File: config.mk
export PLATFORM = sky130hd
export DESIGN_NAME = nmag_ram
export DESIGN_NICKNAME = d
export VERILOG_FILES = /design/src/design/neighbour_mean_min_max_std_aggregator_assert.svh /design/src/design/nmag_ram.sv
export SDC_FILE = /design/constraint.sdc
export NUM_CORES = 1
export LEC_CHECK = 0
export BUFFER_PORTS_ARGS = -buffer_cell sky130_fd_sc_hd__buf_4
export CAP_MARGIN = 15
export CORE_ASPECT_RATIO = 0.8
export CORE_MARGIN = 2
export CORE_UTILIZATION = 45
export DETAILED_ROUTE_END_ITERATION = 6
export SYNTH_ARGS = -nofsm -noshare
export SYNTH_HDL_FRONTEND = slang
export SYNTH_SLANG_ARGS = --single-unit
File: constraint.sdc
create_clock -name clk -period 1.7 [get_ports clk]
set_input_delay 0.34 -clock clk [delete_from_list [all_inputs] [get_ports clk]]
set_output_delay 0.34 -clock clk [all_outputs]
set_load 0.02 [all_outputs]
File: src/design/neighbour_mean_min_max_std_aggregator_assert.svh
// assertion macros for the neighbour aggregator
`ifndef NEIGHBOUR_MEAN_MIN_MAX_STD_AGGREGATOR_ASSERT_SVH
`define NEIGHBOUR_MEAN_MIN_MAX_STD_AGGREGATOR_ASSERT_SVH

// same-cycle implication, disabled in reset
`define NMAG_ASSERT_NOW(lbl, ante, cons, msg) \
	lbl: assert property (@(posedge clk) disable iff (!arst_n) (ante) |-> (cons)) \
		else $error(msg);

// next-cycle implication, disabled in reset
`define NMAG_ASSERT_NEXT(lbl, ante, cons, msg) \
	lbl: assert property (@(posedge clk) disable iff (!arst_n) (ante) |=> (cons)) \
		else $error(msg);

`endif

File: src/design/nmag_ram.sv
// generic single-port ram with registered read
module nmag_ram #(
	parameter int WIDTH = 8,
	parameter int DEPTH = 16
) (
	input  logic                     clk,
	input  logic                     we,
	input  logic [$clog2(DEPTH)-1:0] addr,
	input  logic [WIDTH-1:0]         wdata,
	output logic [WIDTH-1:0]         rdata
);

	logic [WIDTH-1:0] mem [DEPTH];

	always_ff @(posedge clk) begin
		if (we) begin
			mem[addr] <= wdata;
		end
		rdata <= mem[addr];
	end

endmodule

==> out/metrics.cfg <==
[run_status]
run_status = complete, no violations

[cells_and_area]
syn2layout_area_growth_pct = 22.1
final-seq-area_sq_um = 4000
antenna-diode-count = 0
drive_gt1_share_pct = 36.8
postLayoutCellArea_sq_um = 6190
fin_nets = 305
multi_input_area_sq_um = 1010
fillers = 805

[sta]
rsz0062_at_grt = no
skew_ns = 0.00409
max_slew_margin_pct = 38.2
fin_tns_setup_ns = 0
worst_pin_slew_ns = 0.924
setup_ws_ns = 0.303
setup_violations = 0
fmax_ghz = 0.716
post-route-period-util_pct = 82.2
maxSlewViolCount = 0
min_period_ns = 1.40
whs_ns = 0.240
hold_viol_final = 0

[logic_synthesis]
synth_top_area_share_pct = 75.9
async_flop_share_pct = 0
syn_area_sq_um = 5070
synth-seq-cells = 136
yosys.cell_count.top_type = edfxtp_1
yosysTopAreaCell = edfxtp_1
seq_area_frac_synth_pct = 79.0
ys_top_cells_by_area = edfxtp_1 (76%), mux4_2 (14%), dfxtp_1 (3.2%)
syn_avg_cell_area_sq_um = 22.0
synthDistinctLibCells = 18
synth_ff_type = edfxtp_1
synth_nets = 244
yosys_warnings = 0
ys_top_cells_by_count = edfxtp_1 (128), mux4_2 (32), a22oi_1 (16)
synth_cells = 230
synth_edf_count = 128

[cts]
htreeDepth = 4
cts_sinks = 136
cts_resized = 0
cts_buffers = 17
clockBufferDepth = 2
post_cts_buffers = 0
cts_tree = yes
clock_latency_ns = 0.40
path_clk_slew_ns = 0.06
cts_hold_buffers = 0
cts_root_buf = clkbuf_16

[power]
power.density_nw_per_um2 = 1220
leakagePower_nw = 2.08
ir_drop_uv = 793
p_sw_share_pct = 19.8
p_comb_share_pct = 5.6
switchingPower_w = 0.00150
clkPwrFrac_pct = 44.5
p_int_w = 0.00606
p_seq_share_pct = 49.9

[floorplanning]
coreArea_sq_um = 10900
die-height_microns = 98.9
io_pins = 22
die_w_microns = 123
rows = 34
start_util_pct = 46.3
dieArea_sq_um = 12100

[routing]
antenna_left = 0
drc = 0
first_pass_iters = 4
wire_per_inst_microns = 22.2
vias = 2396
drt_iter0_drc = 232
routed_wl_mm = 9.94
avgViaCountPerCell = 5.35

[worst_setup_path]
critPathKind = flip-flop to flip-flop
required_ns = 1.98
crit_fanout = 1
critPathCaptureType = flip-flop
worst-endpoint-arrival_ns = 1.68
start_kind = flip-flop

[global_routing]
grt_overflow = 0
grt_max_degree = 17
track_usage_pct = 18.4
first_global_vias = 2568
antenna_found_initial = 0
grt_pass1_wl_mm = 15.5

[place]
hpwl_mm = 6.44
portBuffers = 21
place_area_sq_um = 5640
dpl_worst_slack_ns = -0.0885
gp_congestion = 0.799

[job]
drv_cap = 0

[hold_path]
hold_class = primary input to flip-flop

## layout make-up
class / instances / share of cell area, %
sequential: 136 / 64.7
tap: 144 / 2.91
clock inverter: 12 / 1.76
timing repair buffer: 53 / 7.24
clock buffer: 20 / 7.06
multi-input combinational: 83 / 16.3
## kinds of logic (layout without fill, tap and decap cells)
family	count (synthesis)	in the layout	synth area share, %
flops	136	136	79.0
simple gates	35	35	3.21
mux	32	32	14.2
compound gates	16	16	2.37
buf+inv	11	85	1.19
## worst paths after layout
kind,slack [ns],start,depth (start not counted),to
setup / recovery,0.30,mem[3][1],3,rdata[1]
hold / removal,0.24,wdata[7],1,mem[7][7]
setup reg to reg,0.30,mem[3][1],3,rdata[1]
hold reg to reg,0.67,mem[14][0],3,rdata[0]
## registers in the layout, summed over array words and instances (netlist names)
register  count
mem         128
rdata         8
## layout by cell type (no fill, tap or decap)
master	synthesis	layout
clkinv_2	0	3
clkbuf_1	2	3
a22oi_1	16	16
mux4_2	32	32
nand3_1	1	1
clkbuf_16	0	17
or3b_2	1	1
nor2_2	0	1
nand2b_1	2	2
nor3_1	4	3
clkinv_1	0	5
clkinvlp_4	0	2
dfxtp_1	8	8
buf_12	0	4
edfxtp_1	128	128
bufinv_16	0	2
and2_1	1	1
buf_4	0	49
nand3b_1	2	2
nor2_1	13	12
nor3_2	0	1
nand2_1	9	9
nor2b_1	2	2
## per-stage QoR
step	instances	total power (W)	util, %
detailed placement	416	0.00427	51.6
global placement	416	0.00426	51.6
floorplan	230	0.00406	-
finish	448	0.00756	56.6
global route	448	0.00780	56.6
CTS	448	0.00762	56.6
## power by group through the flow
stage	registers (W)	logic [W]	clock network (W)
after detailed placement	0.00384	0.000431	0
after global routing	0.00378	0.000462	0.00356
final	0.00377	0.000425	0.00337
after CTS	0.00377	0.000432	0.00342
after global placement	0.00384	0.000426	0
after floorplan	0.00386	0.000194	0
## layer usage
layer | wire length (microns) | GRT usage (%)
met3 | 575 | 4.51
met2 | 4690 | 27.3
met5 | 0 | 0
met1 | 4570 | 26.6
met4 | 110 | 6.90
## critical path, stage by stage, from the launching register on
cell and delay, ns:
edfxtp_1 0.35, mux4_2 0.48, a22oi_1 0.35, nand2_1 0.10
No activity file was read; power rests on OpenSTA's default activity.
